==> config.mk <==
export PLATFORM = sky130hd
export DESIGN_NAME = group_reverse_stream
export DESIGN_NICKNAME = d
export VERILOG_FILES = /design/src/hw/rtl/grs_pkg.sv /design/src/hw/rtl/group_reverse_stream.sv /design/src/hw/rtl/grs_buf.sv
export VERILOG_INCLUDE_DIRS = /design/src /design/src/hw/rtl
export SDC_FILE = /design/constraint.sdc
export NUM_CORES = 1
export LEC_CHECK = 0
export ABC_AREA = 1
export BUFFER_PORTS_ARGS = -buffer_cell sky130_fd_sc_hd__clkbuf_2
export CORE_UTILIZATION = 45
export CTS_BUF_LIST = sky130_fd_sc_hd__clkbuf_8
export CTS_CLUSTER_DIAMETER = 40
export DETAILED_ROUTE_END_ITERATION = 10
export GPL_TIMING_DRIVEN = 1
export SLEW_MARGIN = 20
export SYNTH_ARGS = -nofsm -noshare
export SYNTH_HDL_FRONTEND = slang
export SYNTH_SLANG_ARGS = --single-unit
==> constraint.sdc <==
create_clock -name i_clk -period 4 [get_ports i_clk]
set_clock_uncertainty 0.2 [all_clocks]
set_input_delay 1.2 -clock i_clk [delete_from_list [all_inputs] [get_ports i_clk]]
set_output_delay 1.2 -clock i_clk [all_outputs]
set_load 0.05 [all_outputs]
==> src/hw/rtl/group_reverse_stream_macros.svh <==
// Assertion helpers for the checks inside the group_reverse_stream module.
`ifndef GROUP_REVERSE_STREAM_MACROS_SVH
`define GROUP_REVERSE_STREAM_MACROS_SVH

// Same-cycle implication, checked outside reset.
`define GRS_ASSERT_NOW(label, ante, cons, msg) \
    label: assert property (@(posedge i_clk) disable iff (!i_rst_n) (ante) |-> (cons)) \
        else $error(msg);

// Next-cycle implication, checked outside reset.
`define GRS_ASSERT_NEXT(label, ante, cons, msg) \
    label: assert property (@(posedge i_clk) disable iff (!i_rst_n) (ante) |=> (cons)) \
        else $error(msg);

`endif

==> src/hw/rtl/grs_pkg.sv <==
package grs_pkg;

    // Default buffer depth and data width.
    localparam int MAX_GROUP_DEF  = 16;
    localparam int DATA_WIDTH_DEF = 16;

    // Width of the group size register.
    localparam int CFG_WIDTH = 5;

endpackage

==> src/hw/rtl/group_reverse_stream.sv <==
// Channel      | Direction | Contents
// -------------+-----------+--------------------------------------------------
// s_axis       | in        | tdata: value; tlast: seq_end
// m_axis       | out       | tdata: out_value; tlast: run_last; tuser: list_end
// cfg          | in        | data: group_size (5 bits)
//
// An item that does not complete a group is taken and written to the group
// buffer. An item that closes a group (or ends the sequence) starts a drain
// of n results, one per cycle through the buffer's single read port; input
// is held off until the drain ends. Output back-pressure stalls the drain.
// Reset is synchronous and active low; the buffer needs no clearing, since
// only entries written in the current group are read back.
module group_reverse_stream
    import grs_pkg::*;
#(
    parameter int MAX_GROUP  = MAX_GROUP_DEF,
    parameter int DATA_WIDTH = DATA_WIDTH_DEF
) (
    input  logic                  i_clk,
    input  logic                  i_rst_n,
    // Input stream.
    input  logic                  s_axis_tvalid,
    output logic                  s_axis_tready,
    input  logic [DATA_WIDTH-1:0] s_axis_tdata,   // [DATA_WIDTH-1:0] value
    input  logic                  s_axis_tlast,   // seq_end
    // Output stream.
    output logic                  m_axis_tvalid,
    input  logic                  m_axis_tready,
    output logic [DATA_WIDTH-1:0] m_axis_tdata,   // [DATA_WIDTH-1:0] out_value
    output logic                  m_axis_tlast,   // run_last
    output logic                  m_axis_tuser,   // [0] list_end
    // Group size register.
    input  logic                  i_cfg_valid,
    output logic                  o_cfg_ready,
    input  logic [CFG_WIDTH-1:0]  i_cfg_data
);

`include "group_reverse_stream_macros.svh"

    // Buffer address width and the width of a count that can reach MAX_GROUP.
    localparam int AW = (MAX_GROUP > 1) ? $clog2(MAX_GROUP) : 1;
    localparam int CW = $clog2(MAX_GROUP + 1);
    localparam int SW = (CW > CFG_WIDTH) ? CW : CFG_WIDTH;

    localparam logic ST_IDLE  = 1'b0;
    localparam logic ST_DRAIN = 1'b1;

    logic                 r_state, n_state;
    logic [CFG_WIDTH-1:0] r_gsize;
    logic [CW-1:0]        r_fill, n_fill;
    logic [AW-1:0]        r_addr, n_addr;
    logic [CW-1:0]        r_remain, n_remain;
    logic                 r_rev, n_rev;
    logic                 r_end, n_end;
    logic                 r_ovalid, n_ovalid;
    logic                 r_olast, n_olast;
    logic                 r_oend, n_oend;

    logic                 w_in_acc;
    logic                 w_issue;
    logic [CW-1:0]        w_n;
    logic [SW-1:0]        w_k;
    logic                 w_full;
    logic [DATA_WIDTH-1:0] w_rdata;

    // The register takes every write offered; the size is only looked at when
    // an item is taken, so a new value applies from the next item on.
    assign o_cfg_ready = 1'b1;

    always_ff @(posedge i_clk) begin
        if (!i_rst_n) begin
            r_gsize <= CFG_WIDTH'(1);
        end else if (i_cfg_valid) begin
            r_gsize <= i_cfg_data;
        end
    end

    // A size of zero acts as one; sizes beyond the buffer saturate to its depth.
    always_comb begin
        if (r_gsize == '0) begin
            w_k = SW'(1);
        end else if (SW'(r_gsize) > SW'(MAX_GROUP)) begin
            w_k = SW'(MAX_GROUP);
        end else begin
            w_k = SW'(r_gsize);
        end
    end

    assign s_axis_tready = (r_state == ST_IDLE);
    assign w_in_acc      = s_axis_tvalid && s_axis_tready;
    assign w_n           = r_fill + CW'(1);
    assign w_full        = (SW'(w_n) >= w_k);

    // A read is issued only when the output register is free or being emptied.
    assign w_issue = (r_state == ST_DRAIN) && (!r_ovalid || m_axis_tready);

    always_comb begin
        n_state  = r_state;
        n_fill   = r_fill;
        n_addr   = r_addr;
        n_remain = r_remain;
        n_rev    = r_rev;
        n_end    = r_end;
        n_ovalid = r_ovalid;
        n_olast  = r_olast;
        n_oend   = r_oend;

        if (m_axis_tready) begin
            n_ovalid = 1'b0;
        end

        case (r_state)
            ST_IDLE: begin
                if (w_in_acc) begin
                    if (w_full) begin
                        // Complete group: read it back newest first.
                        n_state  = ST_DRAIN;
                        n_addr   = r_fill[AW-1:0];
                        n_remain = w_n;
                        n_rev    = 1'b1;
                        n_end    = s_axis_tlast;
                        n_fill   = '0;
                    end else if (s_axis_tlast) begin
                        // Short tail at the end of the sequence: arrival order.
                        n_state  = ST_DRAIN;
                        n_addr   = '0;
                        n_remain = w_n;
                        n_rev    = 1'b0;
                        n_end    = 1'b1;
                        n_fill   = '0;
                    end else begin
                        n_fill = w_n;
                    end
                end
            end
            ST_DRAIN: begin
                if (w_issue) begin
                    n_ovalid = 1'b1;
                    n_olast  = (r_remain == CW'(1));
                    n_oend   = r_end && (r_remain == CW'(1));
                    n_addr   = r_rev ? (r_addr - AW'(1)) : (r_addr + AW'(1));
                    n_remain = r_remain - CW'(1);
                    if (r_remain == CW'(1)) begin
                        n_state = ST_IDLE;
                    end
                end
            end
            default: begin
                n_state = ST_IDLE;
            end
        endcase
    end

    always_ff @(posedge i_clk) begin
        if (!i_rst_n) begin
            r_state  <= ST_IDLE;
            r_fill   <= '0;
            r_ovalid <= 1'b0;
            r_remain <= '0;
        end else begin
            r_state  <= n_state;
            r_fill   <= n_fill;
            r_ovalid <= n_ovalid;
            r_remain <= n_remain;
        end
    end

    always_ff @(posedge i_clk) begin
        r_addr  <= n_addr;
        r_rev   <= n_rev;
        r_end   <= n_end;
        r_olast <= n_olast;
        r_oend  <= n_oend;
    end

    // The read data register doubles as the output payload register: it only
    // changes on a new read, which happens only when the output is free or being emptied.
    grs_buf #(
        .DEPTH (MAX_GROUP),
        .DW    (DATA_WIDTH)
    ) u_buf (
        .i_clk   (i_clk),
        .i_we    (w_in_acc),
        .i_waddr (r_fill[AW-1:0]),
        .i_wdata (s_axis_tdata),
        .i_re    (w_issue),
        .i_raddr (r_addr),
        .o_rdata (w_rdata)
    );

    assign m_axis_tvalid = r_ovalid;
    assign m_axis_tdata  = w_rdata;
    assign m_axis_tlast  = r_olast;
    assign m_axis_tuser  = r_oend;

    // The held count always leaves room for the next item in the buffer.
    `GRS_ASSERT_NOW(a_fill_room, 1'b1, r_fill < CW'(MAX_GROUP), "fill count reached depth")
    // An item that closes a group or ends the sequence always starts a drain.
    `GRS_ASSERT_NEXT(a_drain_start, w_in_acc && (w_full || s_axis_tlast),
        r_state == ST_DRAIN && r_fill == '0, "drain did not start")
    // The end-of-sequence flag only rides on the last result of a run.
    `GRS_ASSERT_NOW(a_end_on_last, m_axis_tvalid && m_axis_tuser, m_axis_tlast,
        "list_end without run_last")

endmodule

==> src/hw/rtl/grs_buf.sv <==
module grs_buf
    import grs_pkg::*;
#(
    parameter int DEPTH = MAX_GROUP_DEF,
    parameter int DW    = DATA_WIDTH_DEF,
    localparam int AW   = (DEPTH > 1) ? $clog2(DEPTH) : 1
) (
    input  logic          i_clk,
    input  logic          i_we,
    input  logic [AW-1:0] i_waddr,
    input  logic [DW-1:0] i_wdata,
    input  logic          i_re,
    input  logic [AW-1:0] i_raddr,
    output logic [DW-1:0] o_rdata
);

    // Group storage, one write and one registered read per cycle.
    logic [DW-1:0] r_mem [DEPTH];
    logic [DW-1:0] r_rdata;

    always_ff @(posedge i_clk) begin
        if (i_we) begin
            r_mem[i_waddr] <= i_wdata;
        end
    end

    // Read data holds until the next read, so it can sit on the output.
    always_ff @(posedge i_clk) begin
        if (i_re) begin
            r_rdata <= r_mem[i_raddr];
        end
    end

    assign o_rdata = r_rdata;

endmodule
==> out/metrics.yaml, run 1 <==
job:
  cap_viol_max_count: 0
run_status:
  failed_checks: "design-rule violations"
  status: "finished, violations left"
grt:
  grt_pass1_vias: 7311
  grt_pass1_wl_um: 41800
  grt_max_degree: 163
  gr-total-overflow: 0
  grt_usage_pct: 19.8
  grt_antenna_before_repair: 0
critical_path:
  reg2reg_from: "r_fill[0]"
  r2r-end: "r_fill[4]"
  cp-end-kind: "output pin"
  arrival_ns: 1.83
  start_kind: "register"
  critPathRequiredTime_ns: 2.60
  critPathKind: "reg2out"
  reg2reg_slack_ns: 1.20
  cp_max_fo: 13
  ff2ff_path_depth: 10
synthesis:
  yosysWarningCount: 0
  synth_nets: 1031
  syn_inst: 990
  synth_cell_types: 26
  synth-seq-cells: 297
  synth_area_per_cell_um2: 12.3
  synth_area_um2: 12100
  ys_seq_area_share_pct: 72.0
layout:
  num-fill-cells: 2293
  stdcell_count: 1417
  seqCellArea_um2: 8750
  nets: 1083
  final_core_util_pct: 51.7
  antennaDiodeCount: 0
  multiInputGateArea_um2: 2890
  drive_gt1_share_pct: 12.8
  area_delta_synth_final_pct: 11.9
cts:
  cts.clk_slew.worst_paths_ns: 0.06
  cts_resized: 0
  cts_max_path_buffers: 3
  cts_num_sinks: 297
  root_buffer: "clkbuf_8"
  cts.htree.levels: 2
  tritoncts: "built"
  numCtsBuffers: 50
  clock_latency_ns: 0.57
  cts_setup_buffers: 0
  ctsHoldBuffers: 0
detailed_routing:
  drt_first_pass_iters: 10
  drc_errors: 2
  wl_per_cell_um: 18.9
  routed_wl_um: 26800
  drtIter0Drc: 746
  vias_per_cell: 5.36
  ant_nets: 0
  vias: 7592
placement:
  place_inst: 1325
  place_ws_ns: 0.776
  gp_congestion: 0.775
  port_buffers: 46
  dp_hpwl_um: 15200
sta:
  finalHoldViolCount: 0
  tns_ns: 0
  rsz0062_at_grt: "false"
  fin_ws_ns: 0.771
  finalSetupViolCount: 0
  timing.final.max_slew_violations: 0
  worst_slew_pin_slew_ns: 0.982
  max_clock_freq_ghz: 0.310
  finalCriticalPeriod_ns: 3.23
  max_slew_margin_pct: 34.5
  timing.final.crit_share_pct: 80.7
floorplanning:
  die_area_um2: 27700
  core_um2: 26300
  initial_core_util_pct: 46.2
  core.rowCount: 59
  die-width_um: 166
  ioPinCount: 48
  die_h_um: 166
min_path:
  min_to: "r_gsize[0]"
  holdPathStages: 2
  hp-start: "r_gsize[0]"
  hold_class: "reg2reg"
pwr:
  peakVddDrop_v: 0.000342
  p_leak_nw: 4.83
  finalPower_mw: 7.44
  power_density_nw_per_um2: 548
cell type report:
cell class                      instances  share of cell area (%)
Multi-Input combinational cell        569                    21.3
Tap cell                              335                    3.08
Clock inverter                         41                    1.69
Timing Repair Buffer                   59                    2.60
Clock buffer                           51                    5.17
Inverter                               65                    1.83
Sequential cell                       297                    64.4
layer usage:
metal	global-route usage (%)	wire, µm	vias up
met5	0	0	-
met3	3.46	1510	49
met4	6.08	529	0
met1	29.2	12600	3661
li1	-	-	3663
met2	29.8	12200	219
how the worst max path moves through the flow:
stage	start	end	slack, ns	cells past startpoint
4_1_cts	r_state	s_axis_tready	0.76	2
5_1_grt	r_state	s_axis_tready	0.61	2
6_report	r_state	s_axis_tready	0.77	2
3_5_place_dp	s_axis_tvalid	u_buf.r_mem[2][2]	0.78	5
2_1_floorplan	s_axis_tvalid	u_buf.r_mem[11][0]	1.12	4
3_3_place_gp	s_axis_tvalid	u_buf.r_mem[2][3]	0.79	5
synth_stat cells (all sizes together):
cell    count  area, µm²
a21oi      45        225
buf        30        194
clkbuf     29        109
conb        1       3.75
dfxtp      17        340
edfxtp    280       8410
fa          1       20.0
ha         13        163
inv        65        249
nand2      70        263
nand3      52        265
nand4       3       18.8
nor2      171        644
nor3        1       5.00
o211ai     64        480
o21ai     143        716
xnor2       1       8.76
xor2        4       35.0
registers in the layout (all words and copies together), names as in the netlist:
name / count
u_buf.r_mem: 256
u_buf.o_rdata: 16
r_fill: 5
r_gsize: 5
r_remain: 5
r_addr: 4
m_axis_tlast: 1
m_axis_tuser: 1
m_axis_tvalid: 1
r_end: 1
r_rev: 1
r_state: 1
where the power goes:
part           total (mW)  internal (mW)  switching (mW)
Combinational        1.30          0.364           0.937
Sequential           3.62           3.54          0.0834
Clock                2.52           1.32            1.20
Total                7.44           5.22            2.22
critical path, stage by stage, from the launching register on:
cell and delay, ns:
dfxtp_1 0.59, inv_1 0.34, clkbuf_2 0.33
per-stage QoR:
stage               cell area (µm²)  hold WS [ns]
floorplan                     12100         0.252
finish                        13600         0.294
detailed placement            12700         0.285
global placement              12700         0.276
CTS                           13600         0.293
global route                  13600         0.328
kinds of logic after synthesis:
logic type | synth area share, %
compound gates | 11.7
flops | 72.0
buf+inv | 4.54
other cells | 0.0309
simple gates | 9.85
fa+ha+maj | 1.50
xor+xnor | 0.360
layout by cell type, fill, tap and decap left out:
cell type	instances
edfxtp_1	280
nor2_1	154
o21ai_0	137
inv_1	83
nand2_1	70
o211ai_1	64
nand3_1	51
clkbuf_8	51
clkbuf_2	46
a21oi_1	45
nor2_2	17
dfxtp_1	17
ha_1	13
clkinv_1	13
buf_4	11
o21ai_1	6
xor2_1	4
nand4_1	3
inv_6	3
clkinv_2	3
bufinv_16	2
buf_12	2
xnor2_1	1
nand3_2	1
nor3_1	1
fa_1	1
conb_1	1
clkinv_4	1
clkinvlp_4	1
Power figures use the tool's default switching activity.
==> run 2, diff against run 1 <==
==> constraint.sdc (replaced) <==
create_clock -name i_clk -period 2.62 [get_ports i_clk]
set_clock_uncertainty 0.2 [all_clocks]
set_input_delay 0.786 -clock i_clk [delete_from_list [all_inputs] [get_ports i_clk]]
set_output_delay 0.786 -clock i_clk [all_outputs]
set_load 0.05 [all_outputs]
==> out/metrics.yaml, run 2 (synthesized netlist as in run 1, its figures left out) <==
layout:
  drive_gt1_share_pct: 15.7  # +2.9 points
  nets: 1113  # +2.8%
  area_delta_synth_final_pct: 15.1
  largest_register_ffs: 256  # unchanged
  final_common_cell: "edfxtp_1"
  stdcell_count: 1444  # +1.9%
  regMostFlops: "u_buf.r_mem"
  antennaDiodeCount: 0  # unchanged
  layout_common_cells: "edfxtp_1, nor2_1, o21ai_0, inv_1, nand2_1"
sta:
  max_clock_freq_ghz: 0.405
  finalCriticalPeriod_ns: 2.47
  timing.final.crit_share_pct: 94.1
  rsz0062_at_grt: "false"
  max_slew_margin_pct: 52.1  # +18 points
  finalHoldViolCount: 0  # unchanged
  worst_slew_pin_slew_ns: 0.718  # -0.264 ns
  hold_slack_ns: 0.248  # -0.0467 ns
  fin_ws_ns: 0.154  # -0.617 ns
  finalSetupViolCount: 0  # unchanged
  timing.final.max_slew_violations: 0  # unchanged
  tns_ns: 0  # unchanged
cts:
  tritoncts: "built"
  cts.htree.levels: 2  # unchanged
  cts.clk_slew.worst_paths_ns: 0.05  # about the same
  root_buffer: "clkbuf_8"
  numCtsBuffers: 51  # +2.0%
  cts_num_sinks: 297  # unchanged
  clock_latency_ns: 0.58  # about the same
  cts_max_path_buffers: 3  # unchanged
critical_path:
  slowest_stage: "dfxtp_1"
  reg2reg_from: "r_fill[1]"
  worst-path-buf-inv: 2  # unchanged
  critPathKind: "reg2out"
  start_kind: "register"
  critical-path-top-delay-family: "buffers and inverters"
  ff2ff_path_depth: 9  # -1
  critPathRequiredTime_ns: 1.63  # -0.97 ns
  slowest_delay_ns: 0.37  # -0.22 ns
  crit_chain: "clkinvlp_4 > clkbuf_2"
  arrival_ns: 1.48  # -0.35 ns
  cp-end-kind: "output pin"
  cp_max_fo: 13  # unchanged
  reg2reg_slack_ns: 0.24  # -0.96 ns
  r2r-end: "r_end"
detailed_routing:
  drt_first_pass_iters: 11  # +1
  drc_errors: 2  # unchanged
  ant_nets: 0  # unchanged
  drtIter0Drc: 625  # -16%
  wl_per_cell_um: 18.8  # -0.74%
  vias: 7708  # +1.5%
  routed_wl_um: 27100  # +1.2%
  vias_per_cell: 5.34  # -0.37%
run_status:
  status: "finished, violations left"
  failed_checks: "design-rule violations"
floorplanning:
  core.rowCount: 59  # unchanged
  ioPinCount: 48  # unchanged
  die_h_um: 166  # unchanged
  initial_core_util_pct: 46.2  # unchanged
  die_area_um2: 27700  # unchanged
  core_um2: 26300  # unchanged
  die-width_um: 166  # unchanged
pwr:
  peakVddDrop_v: 0.000734  # +110%
  power_density_nw_per_um2: 839  # +53%
  p_leak_nw: 5.03  # +4.2%
  internal-power_mw: 8.36  # +60%
  p_sw_share_pct: 28.8  # -1.1 points
  clkPwrFrac_pct: 35.4  # +1.6 points
  power.switching_mw: 3.38  # +52%
  finalPower_mw: 11.7  # +58%
  power_frac_comb_pct: 17.9  # +0.4 points
  seqPwrFrac_pct: 46.7  # -2.0 points
grt:
  grt_antenna_before_repair: 0  # unchanged
  grt_usage_pct: 19.8  # +0.082 points
  gr-total-overflow: 0  # unchanged
  grt_pass1_wl_um: 42200  # +0.92%
  grt_pass1_vias: 7419  # +1.5%
  grt_max_degree: 163  # unchanged
min_path:
  min_to: "r_gsize[0]"
  holdPathStages: 3  # +1
  hp-start: "i_cfg_data[0]"
  hold_class: "in2reg"
placement:
  place_inst: 1354  # +2.2%
  dp_hpwl_um: 15700  # +3.6%
  gp_congestion: 0.800  # +3.2%
  place_ws_ns: 0.143  # -0.633 ns
  port_buffers: 46  # unchanged
job:
  cap_viol_max_count: 0  # unchanged
[run 2: metrics by stage]
stage,area (µm²),util (%)
after detailed placement,13000,49.4
after global placement,13000,49.4
after CTS,14000,53.2
after floorplan,12100,-
after global routing,14000,53.2
final,14000,53.2
[run 2: routing by layer]
layer  up-vias  wire length (µm)  track usage [%]
met1      3736             12700             28.8
met5         -                 0                0
met3        46              1420             3.31
met2       200             12400             30.7
li1       3726                 -                -
met4         0               583             6.00
[run 2: worst max-delay path by stage]
stage / slack [ns] / depth (start not counted) / from / endpoint
floorplan: 0.13 / 12 / r_fill[0] / r_addr[0]
global placement: 0.22 / 9 / r_fill[1] / r_end
finish: 0.15 / 2 / r_state / s_axis_tready
CTS: 0.07 / 2 / r_state / s_axis_tready
detailed placement: 0.14 / 9 / r_fill[1] / r_end
global route: 0.008 / 10 / r_fill[1] / r_fill[3]
[run 2: layout make-up]
cell class | count | area [µm²]
fill | 2249 | 12300
clock inverter | 38 | 292
clock buffer | 52 | 716
tap | 335 | 419
sequential | 297 | 8750
timing repair buffer | 88 | 671
inverter | 65 | 253
multi-input combinational | 569 | 2890
[run 2: repair_timing]
action                     in CTS  in global routing
hold buffers                    0                  0
setup endpoints to repair       0                  7
setup buffers                   0                  0
gates resized for setup         0                  2
[run 2: power by group through the flow]
| stage | registers, mW | logic (mW) | clock network, mW |
|---|---|---|---|
| 2_1_floorplan | 5.72 | 1.32 | 0 |
| 3_3_place_gp | 5.57 | 2.10 | 0 |
| 3_5_place_dp | 5.58 | 2.12 | 0 |
| 4_1_cts | 5.48 | 2.13 | 4.24 |
| 5_1_grt | 5.49 | 2.35 | 4.47 |
| 6_report | 5.48 | 2.10 | 4.16 |
[run 2: worst register-to-register path, delay by kind of cell (launching register included)]
family / cells / cell delay (ns)
AOI/OAI and AO/OA: 2 / 0.44
adders and majority gates: 2 / 0.57
buffers and inverters: 1 / 0.10
DFF: 1 / 0.41
and+or+nand+nor: 4 / 0.43
==> run 3, diff against run 2 <==
--- a/config.mk
+++ b/config.mk
@@ -7,7 +7,7 @@
 export NUM_CORES = 1
 export LEC_CHECK = 0
 export ABC_AREA = 1
-export BUFFER_PORTS_ARGS = -buffer_cell sky130_fd_sc_hd__clkbuf_2
+export BUFFER_PORTS_ARGS = -buffer_cell sky130_fd_sc_hd__buf_4
 export CORE_UTILIZATION = 45
 export CTS_BUF_LIST = sky130_fd_sc_hd__clkbuf_8
 export CTS_CLUSTER_DIAMETER = 40
==> out/metrics.yaml, run 3 (synthesized netlist as in run 1, its figures left out) <==
critical_path:
  worst-path-buf-inv: 2  # unchanged
  start_kind: "register"
  critPathRequiredTime_ns: 1.63  # about the same
  reg2reg_from: "r_fill[1]"
  slowest_delay_ns: 0.32  # -0.05 ns
  crit_chain: "inv_1 > buf_4"
  critical-path-top-delay-family: "buffers and inverters"
  slowest_stage: "inv_1"
  ff2ff_path_depth: 10  # +1
  cp-end-kind: "output pin"
  critPathKind: "reg2out"
  cp_max_fo: 13  # unchanged
  r2r-end: "r_addr[3]"
  arrival_ns: 1.46  # -0.02 ns
  reg2reg_slack_ns: 0.23  # about the same
min_path:
  hold_class: "in2reg"
  holdPathStages: 3  # unchanged
  hp-start: "i_cfg_data[0]"
  min_to: "r_gsize[0]"
placement:
  gp_congestion: 0.820  # +2.6%
  dp_hpwl_um: 15700  # +0.12%
  place_inst: 1358  # +0.30%
  port_buffers: 46  # unchanged
job:
  cap_viol_max_count: 0  # unchanged
floorplanning:
  core.rowCount: 59  # unchanged
  die_area_um2: 27700  # unchanged
  initial_core_util_pct: 46.2  # unchanged
  die-width_um: 166  # unchanged
  die_h_um: 166  # unchanged
  ioPinCount: 48  # unchanged
  core_um2: 26300  # unchanged
detailed_routing:
  ant_nets: 0  # unchanged
  wl_per_cell_um: 18.9  # +0.77%
  drc_errors: 4  # +2
  vias: 7782  # +0.96%
  drtIter0Drc: 760  # +22%
  vias_per_cell: 5.38  # +0.82%
  routed_wl_um: 27400  # +0.91%
  drt_first_pass_iters: 8  # -3
layout:
  largest_register_ffs: 256  # unchanged
  area_delta_synth_final_pct: 16.0
  stdcell_count: 1446  # +0.14%
  drive_gt1_share_pct: 15.5  # -0.21 points
  antennaDiodeCount: 0  # unchanged
  final_common_cell: "edfxtp_1"
  regMostFlops: "u_buf.r_mem"
  final_core_util_pct: 53.6  # +0.41 points
  layout_common_cells: "edfxtp_1, nor2_1, o21ai_0, inv_1, buf_4"
  nets: 1116  # +0.27%
cts:
  cts_resized: 0  # unchanged
  cts_num_sinks: 297  # unchanged
  ctsHoldBuffers: 0  # unchanged
  clock_latency_ns: 0.57  # about the same
  tritoncts: "built"
  cts.clk_slew.worst_paths_ns: 0.06  # about the same
  root_buffer: "clkbuf_8"
  cts_setup_buffers: 0  # unchanged
  cts.htree.levels: 2  # unchanged
  cts_max_path_buffers: 3  # unchanged
  numCtsBuffers: 50  # -2.0%
sta:
  finalCriticalPeriod_ns: 2.45  # -0.0211 ns
  tns_ns: 0  # unchanged
  max_clock_freq_ghz: 0.409  # +0.86%
  finalSetupViolCount: 0  # unchanged
  finalHoldViolCount: 0  # unchanged
  timing.final.crit_share_pct: 93.3  # -0.80 points
  rsz0062_at_grt: "false"
  timing.final.max_slew_violations: 0  # unchanged
run_status:
  status: "finished, violations left"
  failed_checks: "design-rule violations"
pwr:
  power_density_nw_per_um2: 810  # -3.5%
  p_leak_nw: 5.04  # +0.19%
  peakVddDrop_v: 0.000432  # -41%
grt:
  grt_max_degree: 94  # -42%
  gr-total-overflow: 0  # unchanged
  grt_pass1_wl_um: 43200  # +2.3%
  grt_pass1_vias: 7672  # +3.4%
  grt_antenna_before_repair: 0  # unchanged
  grt_usage_pct: 20.4  # +0.54 points
-- run 3: power breakdown --
group          internal [mW]  switching (mW)
clock network           1.96            1.79
logic                  0.695            1.47
registers               5.40          0.0879
-- run 3: worst min-delay path: cells and delay by family --
kind | cells | cell delay (ns)
AND/OR/NAND/NOR | 2 | 0.10
buffers and inverters | 1 | 0.07
-- run 3: final cells by class --
class / instances / area (µm²)
tap: 335 / 419
inverter: 65 / 249
multi-input combinational: 569 / 2890
sequential: 297 / 8750
clock inverter: 35 / 183
fill: 2279 / 12200
clock buffer: 53 / 729
timing repair buffer: 92 / 878
-- run 3: metal layers --
metal | vias up | wire length (µm) | track usage [%] | share of wire (%)
met5 | - | 0 | 0 | 0
met4 | 0 | 645 | 6.92 | 2.4
met3 | 47 | 1460 | 3.91 | 5.3
met2 | 212 | 12700 | 32.2 | 46
met1 | 3784 | 12600 | 28.4 | 46
li1 | 3739 | - | - | -
-- run 3: worst max-delay path by stage --
stage | from | endpoint | cells after the start
after floorplan | r_fill[0] | r_addr[0] | 12
after CTS | r_state | s_axis_tready | 2
final | r_state | s_axis_tready | 2
after global placement | r_fill[1] | r_rev | 9
after global routing | r_fill[1] | r_fill[4] | 10
after detailed placement | r_fill[0] | r_end | 9
-- run 3: metrics by stage --
stage | total power, mW | cell area, µm² | worst slack [ns] | hold slack, ns
2_1_floorplan | 7.05 | 12100 | 0.127 | 0.252
3_3_place_gp | 7.75 | 13200 | 0.227 | 0.272
3_5_place_dp | 7.77 | 13200 | 0.164 | 0.271
4_1_cts | 11.5 | 14100 | 0.148 | 0.206
5_1_grt | 12.0 | 14100 | 0.00751 | 0.227
6_report | 11.4 | 14100 | 0.175 | 0.237
